File: src/pte_pkg.sv
// Shared constants and types for the partition table entry parser.
package pte_pkg;

    localparam int ENTRY_BYTES  = 32;
    localparam int ENTRY_COUNT  = 16;
    localparam int NAME_BYTES   = 16;
    localparam int SECTOR_BYTES = ENTRY_BYTES * ENTRY_COUNT;
    localparam int QUEUE_DEPTH  = 2;

    localparam int POS_W  = $clog2(SECTOR_BYTES);
    localparam int OFFS_W = $clog2(ENTRY_BYTES);
    localparam int IDX_W  = $clog2(ENTRY_COUNT);
    localparam int LEN_W  = $clog2(NAME_BYTES + 1);
    localparam int NAME_W = NAME_BYTES * 8;
    localparam int MAXE_W = 5;

    localparam logic [1:0] CFG_HEADS       = 2'd0;
    localparam logic [1:0] CFG_SECTORS     = 2'd1;
    localparam logic [1:0] CFG_MAX_ENTRIES = 2'd2;

    localparam logic [7:0]        HEADS_RESET       = 8'd8;
    localparam logic [7:0]        SECTORS_RESET     = 8'd17;
    localparam logic [MAXE_W-1:0] MAX_ENTRIES_RESET = 5'd16;

    localparam logic [7:0] CHAR_NUL   = 8'h00;
    localparam logic [7:0] CHAR_SPACE = 8'h20;

    localparam int OFF_FLAGS0 = 0;
    localparam int OFF_FLAGS1 = 1;
    localparam int OFF_START  = 4;
    localparam int OFF_DATA   = 8;
    localparam int OFF_NAME   = 16;

    // entry_index, used, bootable, two LBAs, name, name_length
    localparam int TDATA_BITS = IDX_W + 2 + 64 + NAME_W + LEN_W;
    localparam int TDATA_W    = ((TDATA_BITS + 7) / 8) * 8;

    typedef struct packed {
        logic [7:0]        heads;
        logic [7:0]        sectors;
        logic [MAXE_W-1:0] entry_max;
    } pte_cfg_t;

    typedef struct packed {
        logic [IDX_W-1:0]  idx;
        logic              used;
        logic              bootable;
        logic              geo_err;
        logic              last;
        logic [31:0]       start_chs;
        logic [31:0]       data_chs;
        logic [NAME_W-1:0] name;
        logic [LEN_W-1:0]  name_len;
    } pte_entry_t;

    typedef struct packed {
        logic full;
        logic empty;
    } pte_queue_status_t;

endpackage

File: src/partition_table_entry_parser_top.sv
// Top level of the partition table entry parser: configuration registers and block wiring.
//
// channel   direction  handshake             payload
// s_        in         s_tvalid / s_tready   s_tdata: table_byte
// m_        out        m_tvalid / m_tready   m_tdata, m_tuser, m_tlast: one entry result
// cfg_      in         cfg_valid / cfg_ready cfg_index, cfg_data: register write
//
// One table byte is taken per cycle. After an entry's last byte is queued, its result
// passes a queue pop into the work register, the first multiply step (cyl*heads+head)
// into its register, then the second step (*sectors+sector) into the output register.
// Reset needs no clearing pass. The front stalls only on an entry's last byte while the
// entry queue is full; the back end holds its finished result until m_tready.
module partition_table_entry_parser_top #(
    parameter int QUEUE_DEPTH = pte_pkg::QUEUE_DEPTH
) (
    input  logic                        aclk,
    input  logic                        aresetn,
    input  logic                        s_tvalid,
    output logic                        s_tready,
    input  logic [7:0]                  s_tdata,   // [7:0] table_byte
    output logic                        m_tvalid,
    input  logic                        m_tready,
    // [3:0] entry_index, [4] entry_used, [5] bootable, [37:6] start address,
    // [69:38] data address, [133:70] name_low, [197:134] name_high, [202:198] name_length
    output logic [pte_pkg::TDATA_W-1:0] m_tdata,
    output logic                        m_tuser,   // [0] geometry_error
    output logic                        m_tlast,   // last_entry
    input  logic                        cfg_valid,
    output logic                        cfg_ready,
    input  logic [1:0]                  cfg_index,
    input  logic [7:0]                  cfg_data
);

    pte_pkg::pte_cfg_t          cfg_reg;
    pte_pkg::pte_queue_status_t q_status;
    pte_pkg::pte_entry_t        push_data;
    pte_pkg::pte_entry_t        pop_data;
    logic                       push;
    logic                       pop;

    assign cfg_ready = 1'b1;

    always_ff @(posedge aclk) begin
        if (!aresetn) begin
            cfg_reg.heads     <= pte_pkg::HEADS_RESET;
            cfg_reg.sectors   <= pte_pkg::SECTORS_RESET;
            cfg_reg.entry_max <= pte_pkg::MAX_ENTRIES_RESET;
        end else if (cfg_valid && cfg_ready) begin
            case (cfg_index)
                pte_pkg::CFG_HEADS:       cfg_reg.heads     <= cfg_data;
                pte_pkg::CFG_SECTORS:     cfg_reg.sectors   <= cfg_data;
                pte_pkg::CFG_MAX_ENTRIES: cfg_reg.entry_max <= cfg_data[pte_pkg::MAXE_W-1:0];
                default: ;
            endcase
        end
    end

    pte_front u_front (
        .aclk      (aclk),
        .aresetn   (aresetn),
        .s_tvalid  (s_tvalid),
        .s_tready  (s_tready),
        .s_tdata   (s_tdata),
        .cfg       (cfg_reg),
        .q_status  (q_status),
        .push      (push),
        .push_data (push_data)
    );

    pte_queue #(
        .DEPTH (QUEUE_DEPTH)
    ) u_queue (
        .aclk      (aclk),
        .aresetn   (aresetn),
        .push      (push),
        .push_data (push_data),
        .pop       (pop),
        .pop_data  (pop_data),
        .status    (q_status)
    );

    pte_back u_back (
        .aclk      (aclk),
        .aresetn   (aresetn),
        .cfg       (cfg_reg),
        .q_status  (q_status),
        .pop       (pop),
        .pop_data  (pop_data),
        .m_tvalid  (m_tvalid),
        .m_tready  (m_tready),
        .m_tdata   (m_tdata),
        .m_tuser   (m_tuser),
        .m_tlast   (m_tlast)
    );

endmodule

File: src/pte_front.sv
// Front end: byte intake, entry gathering, name trimming and emit decision.
module pte_front (
    input  logic                          aclk,
    input  logic                          aresetn,
    input  logic                          s_tvalid,
    output logic                          s_tready,
    input  logic [7:0]                    s_tdata,
    input  pte_pkg::pte_cfg_t             cfg,
    input  pte_pkg::pte_queue_status_t    q_status,
    output logic                          push,
    output pte_pkg::pte_entry_t           push_data
);

    logic [pte_pkg::POS_W-1:0]  pos_reg;
    logic [7:0]                 byte0_reg;
    logic [7:0]                 byte1_reg;
    logic [31:0]                start_chs_reg;
    logic [31:0]                data_chs_reg;
    logic [pte_pkg::NAME_W-1:0] name_reg;
    logic [pte_pkg::NAME_W-1:0] name_next;
    logic [pte_pkg::LEN_W-1:0]  name_len_reg;
    logic [pte_pkg::LEN_W-1:0]  name_len_next;
    logic                       name_end_reg;
    logic                       name_end_next;

    logic [pte_pkg::OFFS_W-1:0] offs;
    logic [pte_pkg::IDX_W-1:0]  idx;
    logic                       accept;
    logic                       at_last;
    logic                       name_phase;
    logic                       name_start;
    logic                       term;
    logic                       ended_eff;
    logic                       keep;
    logic                       geo_ok;
    logic                       sector_end;
    logic [pte_pkg::MAXE_W-1:0] limit;
    logic [pte_pkg::MAXE_W-1:0] idx_ext;
    logic                       in_range;
    logic                       is_last;

    assign offs       = pos_reg[pte_pkg::OFFS_W-1:0];
    assign idx        = pos_reg[pte_pkg::POS_W-1:pte_pkg::OFFS_W];
    assign at_last    = offs == pte_pkg::OFFS_W'(pte_pkg::ENTRY_BYTES - 1);
    assign s_tready   = !(at_last && q_status.full);
    assign accept     = s_tvalid && s_tready;
    assign name_phase = offs[pte_pkg::OFFS_W-1];
    assign name_start = offs == pte_pkg::OFFS_W'(pte_pkg::OFF_NAME);
    assign term       = (s_tdata == pte_pkg::CHAR_NUL) || (s_tdata == pte_pkg::CHAR_SPACE);
    assign ended_eff  = name_start ? 1'b0 : name_end_reg;
    assign keep       = !ended_eff && !term;

    always_comb begin
        name_next     = name_reg;
        name_len_next = name_len_reg;
        name_end_next = name_end_reg;
        if (name_phase) begin
            name_next[{offs[pte_pkg::OFFS_W-2:0], 3'b000} +: 8] = keep ? s_tdata : 8'h00;
            name_len_next = (name_start ? '0 : name_len_reg)
                          + {{(pte_pkg::LEN_W-1){1'b0}}, keep};
            name_end_next = ended_eff || term;
        end
    end

    assign geo_ok     = (cfg.heads != 8'd0) && (cfg.sectors != 8'd0);
    assign sector_end = pos_reg == pte_pkg::POS_W'(pte_pkg::SECTOR_BYTES - 1);
    assign limit      = (cfg.entry_max > pte_pkg::MAXE_W'(pte_pkg::ENTRY_COUNT))
                      ? pte_pkg::MAXE_W'(pte_pkg::ENTRY_COUNT) : cfg.entry_max;
    assign idx_ext    = {{(pte_pkg::MAXE_W-pte_pkg::IDX_W){1'b0}}, idx};
    assign in_range   = idx_ext < limit;
    assign is_last    = (idx_ext + pte_pkg::MAXE_W'(1)) == limit;

    assign push = accept && at_last && (geo_ok ? in_range : sector_end);

    always_comb begin
        push_data = '0;
        if (geo_ok) begin
            push_data.idx       = idx;
            push_data.used      = byte0_reg != 8'h00;
            push_data.bootable  = byte0_reg[7] && byte1_reg[7];
            push_data.last      = is_last;
            push_data.start_chs = start_chs_reg;
            push_data.data_chs  = data_chs_reg;
            push_data.name      = name_next;
            push_data.name_len  = name_len_next;
        end else begin
            push_data.geo_err = 1'b1;
            push_data.last    = 1'b1;
        end
    end

    always_ff @(posedge aclk) begin
        if (!aresetn) begin
            pos_reg <= '0;
        end else if (accept) begin
            pos_reg <= pos_reg + pte_pkg::POS_W'(1);
        end
    end

    always_ff @(posedge aclk) begin
        if (accept) begin
            if (offs == pte_pkg::OFFS_W'(pte_pkg::OFF_FLAGS0)) begin
                byte0_reg <= s_tdata;
            end
            if (offs == pte_pkg::OFFS_W'(pte_pkg::OFF_FLAGS1)) begin
                byte1_reg <= s_tdata;
            end
            if (offs[pte_pkg::OFFS_W-1:2] == 3'(pte_pkg::OFF_START / 4)) begin
                start_chs_reg[{offs[1:0], 3'b000} +: 8] <= s_tdata;
            end
            if (offs[pte_pkg::OFFS_W-1:2] == 3'(pte_pkg::OFF_DATA / 4)) begin
                data_chs_reg[{offs[1:0], 3'b000} +: 8] <= s_tdata;
            end
            name_reg     <= name_next;
            name_len_reg <= name_len_next;
            name_end_reg <= name_end_next;
        end
    end

    a_push_has_room: assert property (@(posedge aclk) disable iff (!aresetn)
        push |-> !q_status.full)
        else $error("entry pushed into a full queue");

    a_push_at_entry_end: assert property (@(posedge aclk) disable iff (!aresetn)
        push |=> pos_reg[pte_pkg::OFFS_W-1:0] == '0)
        else $error("entry pushed away from an entry boundary");

endmodule

File: src/pte_queue.sv
// Short entry queue between the front end and the conversion back end.
module pte_queue #(
    parameter int DEPTH = pte_pkg::QUEUE_DEPTH
) (
    input  logic                       aclk,
    input  logic                       aresetn,
    input  logic                       push,
    input  pte_pkg::pte_entry_t        push_data,
    input  logic                       pop,
    output pte_pkg::pte_entry_t        pop_data,
    output pte_pkg::pte_queue_status_t status
);

    localparam int PTR_W = $clog2(DEPTH);
    localparam int CNT_W = $clog2(DEPTH + 1);

    pte_pkg::pte_entry_t mem_reg [DEPTH];
    logic [PTR_W-1:0]    wr_ptr_reg;
    logic [PTR_W-1:0]    rd_ptr_reg;
    logic [CNT_W-1:0]    count_reg;
    logic [CNT_W-1:0]    count_next;

    assign status.full  = count_reg == CNT_W'(DEPTH);
    assign status.empty = count_reg == '0;
    assign pop_data     = mem_reg[rd_ptr_reg];

    always_comb begin
        case ({push, pop})
            2'b10:   count_next = count_reg + CNT_W'(1);
            2'b01:   count_next = count_reg - CNT_W'(1);
            default: count_next = count_reg;
        endcase
    end

    always_ff @(posedge aclk) begin
        if (!aresetn) begin
            wr_ptr_reg <= '0;
            rd_ptr_reg <= '0;
            count_reg  <= '0;
        end else begin
            count_reg <= count_next;
            if (push) begin
                wr_ptr_reg <= (wr_ptr_reg == PTR_W'(DEPTH - 1)) ? '0 : wr_ptr_reg + PTR_W'(1);
            end
            if (pop) begin
                rd_ptr_reg <= (rd_ptr_reg == PTR_W'(DEPTH - 1)) ? '0 : rd_ptr_reg + PTR_W'(1);
            end
        end
    end

    always_ff @(posedge aclk) begin
        if (push) begin
            mem_reg[wr_ptr_reg] <= push_data;
        end
    end

    a_pop_not_empty: assert property (@(posedge aclk) disable iff (!aresetn)
        pop |-> !status.empty)
        else $error("pop from an empty queue");

endmodule

File: src/pte_back.sv
// Back end: CHS to LBA conversion over two multiply steps and the result register.
module pte_back (
    input  logic                          aclk,
    input  logic                          aresetn,
    input  pte_pkg::pte_cfg_t             cfg,
    input  pte_pkg::pte_queue_status_t    q_status,
    output logic                          pop,
    input  pte_pkg::pte_entry_t           pop_data,
    output logic                          m_tvalid,
    input  logic                          m_tready,
    output logic [pte_pkg::TDATA_W-1:0]   m_tdata,
    output logic                          m_tuser,
    output logic                          m_tlast
);

    localparam logic [1:0] ST_IDLE = 2'd0;
    localparam logic [1:0] ST_MUL1 = 2'd1;
    localparam logic [1:0] ST_MUL2 = 2'd2;

    logic [1:0]          state_reg;
    logic [1:0]          state_next;
    pte_pkg::pte_entry_t work_reg;
    logic [23:0]         p1_start_reg;
    logic [23:0]         p1_data_reg;
    logic [23:0]         p1_start;
    logic [23:0]         p1_data;
    logic [31:0]         lba_start;
    logic [31:0]         lba_data;
    logic                out_load;

    logic                       out_valid_reg;
    logic [pte_pkg::IDX_W-1:0]  out_idx_reg;
    logic                       out_used_reg;
    logic                       out_boot_reg;
    logic [31:0]                out_start_reg;
    logic [31:0]                out_data_reg;
    logic [pte_pkg::NAME_W-1:0] out_name_reg;
    logic [pte_pkg::LEN_W-1:0]  out_len_reg;
    logic                       out_geo_reg;
    logic                       out_last_reg;

    assign pop      = (state_reg == ST_IDLE) && !q_status.empty;
    assign out_load = (state_reg == ST_MUL2) && (!out_valid_reg || m_tready);

    assign p1_start = 24'({8'h00, work_reg.start_chs[31:16]} * {16'h0000, cfg.heads})
                    + {16'h0000, work_reg.start_chs[15:8]};
    assign p1_data  = 24'({8'h00, work_reg.data_chs[31:16]} * {16'h0000, cfg.heads})
                    + {16'h0000, work_reg.data_chs[15:8]};

    assign lba_start = 32'({8'h00, p1_start_reg} * {24'h000000, cfg.sectors})
                     + {24'h000000, work_reg.start_chs[7:0]};
    assign lba_data  = 32'({8'h00, p1_data_reg} * {24'h000000, cfg.sectors})
                     + {24'h000000, work_reg.data_chs[7:0]};

    always_comb begin
        state_next = state_reg;
        case (state_reg)
            ST_IDLE: if (pop) begin
                state_next = ST_MUL1;
            end
            ST_MUL1: state_next = ST_MUL2;
            ST_MUL2: if (out_load) begin
                state_next = ST_IDLE;
            end
            default: state_next = ST_IDLE;
        endcase
    end

    always_ff @(posedge aclk) begin
        if (!aresetn) begin
            state_reg     <= ST_IDLE;
            out_valid_reg <= 1'b0;
        end else begin
            state_reg <= state_next;
            if (out_load) begin
                out_valid_reg <= 1'b1;
            end else if (m_tready) begin
                out_valid_reg <= 1'b0;
            end
        end
    end

    always_ff @(posedge aclk) begin
        if (pop) begin
            work_reg <= pop_data;
        end
        if (state_reg == ST_MUL1) begin
            p1_start_reg <= p1_start;
            p1_data_reg  <= p1_data;
        end
        if (out_load) begin
            out_idx_reg   <= work_reg.idx;
            out_used_reg  <= work_reg.used;
            out_boot_reg  <= work_reg.used && work_reg.bootable;
            out_start_reg <= work_reg.used ? lba_start : 32'h0;
            out_data_reg  <= work_reg.used ? lba_data : 32'h0;
            out_name_reg  <= work_reg.used ? work_reg.name : '0;
            out_len_reg   <= work_reg.used ? work_reg.name_len : '0;
            out_geo_reg   <= work_reg.geo_err;
            out_last_reg  <= work_reg.last;
        end
    end

    assign m_tvalid = out_valid_reg;
    assign m_tuser  = out_geo_reg;
    assign m_tlast  = out_last_reg;
    assign m_tdata  = {{(pte_pkg::TDATA_W-pte_pkg::TDATA_BITS){1'b0}},
                       out_len_reg, out_name_reg, out_data_reg, out_start_reg,
                       out_boot_reg, out_used_reg, out_idx_reg};

    a_geo_err_alone: assert property (@(posedge aclk) disable iff (!aresetn)
        (out_valid_reg && out_geo_reg) |-> (out_last_reg && !out_used_reg
            && out_idx_reg == '0 && out_start_reg == 32'h0))
        else $error("geometry error result carries entry data");

    a_mul_order: assert property (@(posedge aclk) disable iff (!aresetn)
        (state_reg == ST_MUL1) |=> (state_reg == ST_MUL2))
        else $error("conversion step skipped");

endmodule
File: config.mk
export PLATFORM = sky130hd
export DESIGN_NAME = partition_table_entry_parser_top
export DESIGN_NICKNAME = d
export VERILOG_FILES = /design/src/pte_pkg.sv /design/src/partition_table_entry_parser_top.sv /design/src/pte_front.sv /design/src/pte_queue.sv /design/src/pte_back.sv
export SDC_FILE = /design/constraint.sdc
export NUM_CORES = 2
export LEC_CHECK = 0
export BUFFER_PORTS_ARGS = -buffer_cell sky130_fd_sc_hd__buf_2
export CAP_MARGIN = 25
export CORE_ASPECT_RATIO = 0.5
export CORE_MARGIN = 5
export CORE_UTILIZATION = 51
export DETAILED_ROUTE_END_ITERATION = 6
export PLACE_DENSITY = 0.7
export SYNTH_ARGS = -nofsm -noshare
export SYNTH_HDL_FRONTEND = slang
export SYNTH_SLANG_ARGS = --single-unit
File: constraint.sdc
create_clock -name aclk -period 16.2 [get_ports aclk]
set_input_delay 0.81 -clock aclk [delete_from_list [all_inputs] [get_ports aclk]]
set_output_delay 0.81 -clock aclk [all_outputs]
set_load 0.02 [all_outputs]
==> impl_results.md <==
* CP startpoint kind: flip-flop
* Initial antenna violation count at 2
* Initial core utilization at 51.4%
* # H-tree levels at 3
* Main synth FF type: edfxtp_1
* Most frequent cells in the layout: 1075 x edfxtp_1, 801 x and2_1, 724 x inv_1
* Clock-pin slew of the registers on the worst-case setup and hold paths at 0.06 ns
* FILL cells at 9985
* Critical path arrival at 6.33 ns
* Kind of critical path: reg2reg
* YS warnings at 0
* Vias at 36680
* Total Wirelength at 137 mm
* Drt initial violations at 2487
* CTS tree: yes
* IO buf count at 229
* RR Startpoint: cfg_reg[6]$_SDFFE_PN0P_
* DRC errors left at 0
* Vias in the first global route at 38173
* Max reg flops at 410
* Synth Instances at 4997
* Synthesized area per cell at 12.7 sq um
* CTS root buffer: clkbuf_16
* ANT nets after route at 0
* Die footprint at 0.132 sq mm
* Most common cell after layout, fill and taps aside: edfxtp_1
* Clock Sinks at 1112
* Placeable Area at 0.123 sq mm
* Synth unique cells at 73
* Die height at 259 microns
* Largest net degree at the start of global routing at 89
* Clock buffer depth at 3
* Reg-to-Reg End: u_back.out_data_reg[29]$_SDFFCE_PN0P_
* Layout cells sized above 1 at 13.3%
* CP Launch Point: cfg_reg[6]$_SDFFE_PN0P_
* Power Density at 89.6 mW/mm^2
* Reg2Reg Setup Slack at 10.33 ns
* Aggregate global routing overflow at 0
* Worst EP required at 16.66 ns
* Worst-skew pair later-pin latency at 0.72 ns
* Fin crit share at 36.2%
* Slew Viols, Final at 0
* Setup crit end kind: flip-flop
* Dpl cells at 6751
* DRT Pass-1 Iters at 5
* Sequential cell area at 0.0330 sq mm
* Number of synthesized flops with an enable pin at 1075
* Max-slew headroom at 28.5%
* Worst slew pin tran at 1.07 ns
* Gp weighted congestion at 0.899
* Type of the worst min-delay path: in2reg
* #FFs+latches synth at 1112
* RSZ-0062 raised after global routing: false
* Non-Filler Instances at 6935
* Peak VDD IR at 0.0783 mV
* DP HPWL at 95.4 mm
* Die extent in x at 509 microns
* # setup viols final at 0
* Post-CTS setup buffers at 0
* # rows at 91
* Gr usage total at 20.9%
* Global-route wire length before repair at 216 mm
* Status: finished, final reports clean
* Asr flop ratio synth at 0%
* Pleak at 28.4 nW
* Area growth syn-to-layout at 9.65%
* Clk_skew at 0.0543 ns
* Final hold violation count at 0
* Sum Neg Setup Slack at 0 ns
* Post-CTS sizing at 0
* Max cap viols at 0
* Post-CTS Hold Buffers at 0
* WL/cell at 19.7 microns
* Layout Nets at 5923
* Io pins at 236
* Post-synthesis sequential area ratio at 52.0%
* Period minus WS final at 5.87 ns
* Mapped Area at 0.0635 sq mm
* CP endpoint: u_back.out_data_reg[29]$_SDFFCE_PN0P_
* Via density at 5.29
* Reg2reg path depth at 19
* Max FO, Critical Path at 26
* Area of the multi-input gates at 0.0271 sq mm
* TritonCTS buffer count at 99
* Fmax at 0.170 GHz
metal layers:
layer  vias up  GRT usage, %  routed length (microns)
li1      16943             -                        -
met1     18549          28.7                    59300
met2       989          34.8                    66500
met5         -             0                        0
met3       199          3.71                     7740
met4         0          5.45                     3240
critical path: stages (launching register included):
cell and delay [ns]:
dfxtp_1 0.86, buf_4 0.40, nand2_1 0.11, fa_1 0.49, inv_1 0.05, fa_1 0.50, inv_1 0.06, fa_1 0.49
fa_1 0.50, inv_1 0.04, ha_1 0.31, o21ai_1 0.14, a21oi_1 0.09, o31ai_1 0.41, a21oi_1 0.17, nor2_2 0.24
o21ai_2 0.13, a2111oi_2 0.36, o21bai_1 0.11, mux2i_1 0.13
worst min-delay path by stage:
stage	from	end	depth (start not counted)
floorplan	u_back.work_reg[197]$_DFFE_PP_	u_back.m_tlast$_DFFE_PP_	0
global placement	u_back.work_reg[202]$_DFFE_PP_	u_back.out_idx_reg[1]$_DFFE_PP_	0
detailed placement	u_back.work_reg[204]$_DFFE_PP_	u_back.out_idx_reg[3]$_DFFE_PP_	0
CTS	s_tdata[0]	u_front.byte0_reg[0]$_DFFE_PP_	1
global route	s_tdata[0]	u_front.byte0_reg[0]$_DFFE_PP_	1
finish	s_tdata[0]	u_front.byte0_reg[0]$_DFFE_PP_	1
stage by stage:
step           power (W)  hold WS, ns  util [%]  instance area, sq um  setup WS (ns)
3_5_place_dp     0.00394        0.416      53.7                 66300          10.32
5_1_grt          0.00651        0.385      56.4                 69600           9.90
3_3_place_gp     0.00392        0.413      53.7                 66300          10.37
6_report         0.00624        0.419      56.4                 69600          10.33
2_1_floorplan    0.00377        0.400         -                 63500           2.90
4_1_cts          0.00628        0.372      56.4                 69600          10.28
cell type report:
cell class | instances | area share (%)
inverter | 726 | 3.92
clock inverter | 66 | 0.935
tap | 1674 | 3.01
sequential | 1112 | 47.4
clock buffer | 114 | 3.70
timing repair buffer | 269 | 2.12
multi-input combinational | 2972 | 38.9
antenna | 2 | 0.00719
cells in the mapped netlist (all sizes together) (3+ instances only):
cell type,n,area (sq um)
buf,15,91.3
or2,4,25.0
clkbuf,176,661
inv,725,2720
nand2b,29,181
a41oi,5,66.3
nor2b,32,200
nand3,25,125
o2111ai,3,26.3
a221oi,3,32.5
edfxtp,1075,32300
ha,256,3200
a211oi,12,90.1
nand2,366,1370
o211ai,8,60.1
nor4,10,62.6
a21oi,70,358
nor3,35,180
mux2,241,2710
and2,802,5020
nand3b,5,37.5
dfxtp,37,741
and3,93,582
a21o,44,330
a31oi,9,62.6
nand4,10,62.6
o21ai,95,483
o31ai,54,435
o22ai,3,18.8
or3,8,50.1
mux2i,27,270
o21a,7,52.6
xnor2,54,473
fa,464,9290
xor2,34,298
a21boi,13,97.6
nor2,115,437
o21bai,9,71.3
report_power, final:
part / switching (W) / internal (W)
Combinational: 0.000428 / 0.000276
Sequential: 0.0000135 / 0.00316
Clock: 0.00107 / 0.00128
Total: 0.00151 / 0.00472
kinds of logic after synthesis:
| group | count (synthesis) | share of synthesized area [%] |
|---|---|---|
| other | 2 | 0.0118 |
| xor gates and xnor gates | 88 | 1.21 |
| and+or+nand+nor | 1541 | 13.2 |
| adders and majority gates | 720 | 19.7 |
| AOI/OAI and AO/OA | 349 | 3.69 |
| muxes | 268 | 4.70 |
| DFF | 1112 | 52.0 |
| buffers and inverters | 917 | 5.48 |
(Power assumes the default switching activity.)
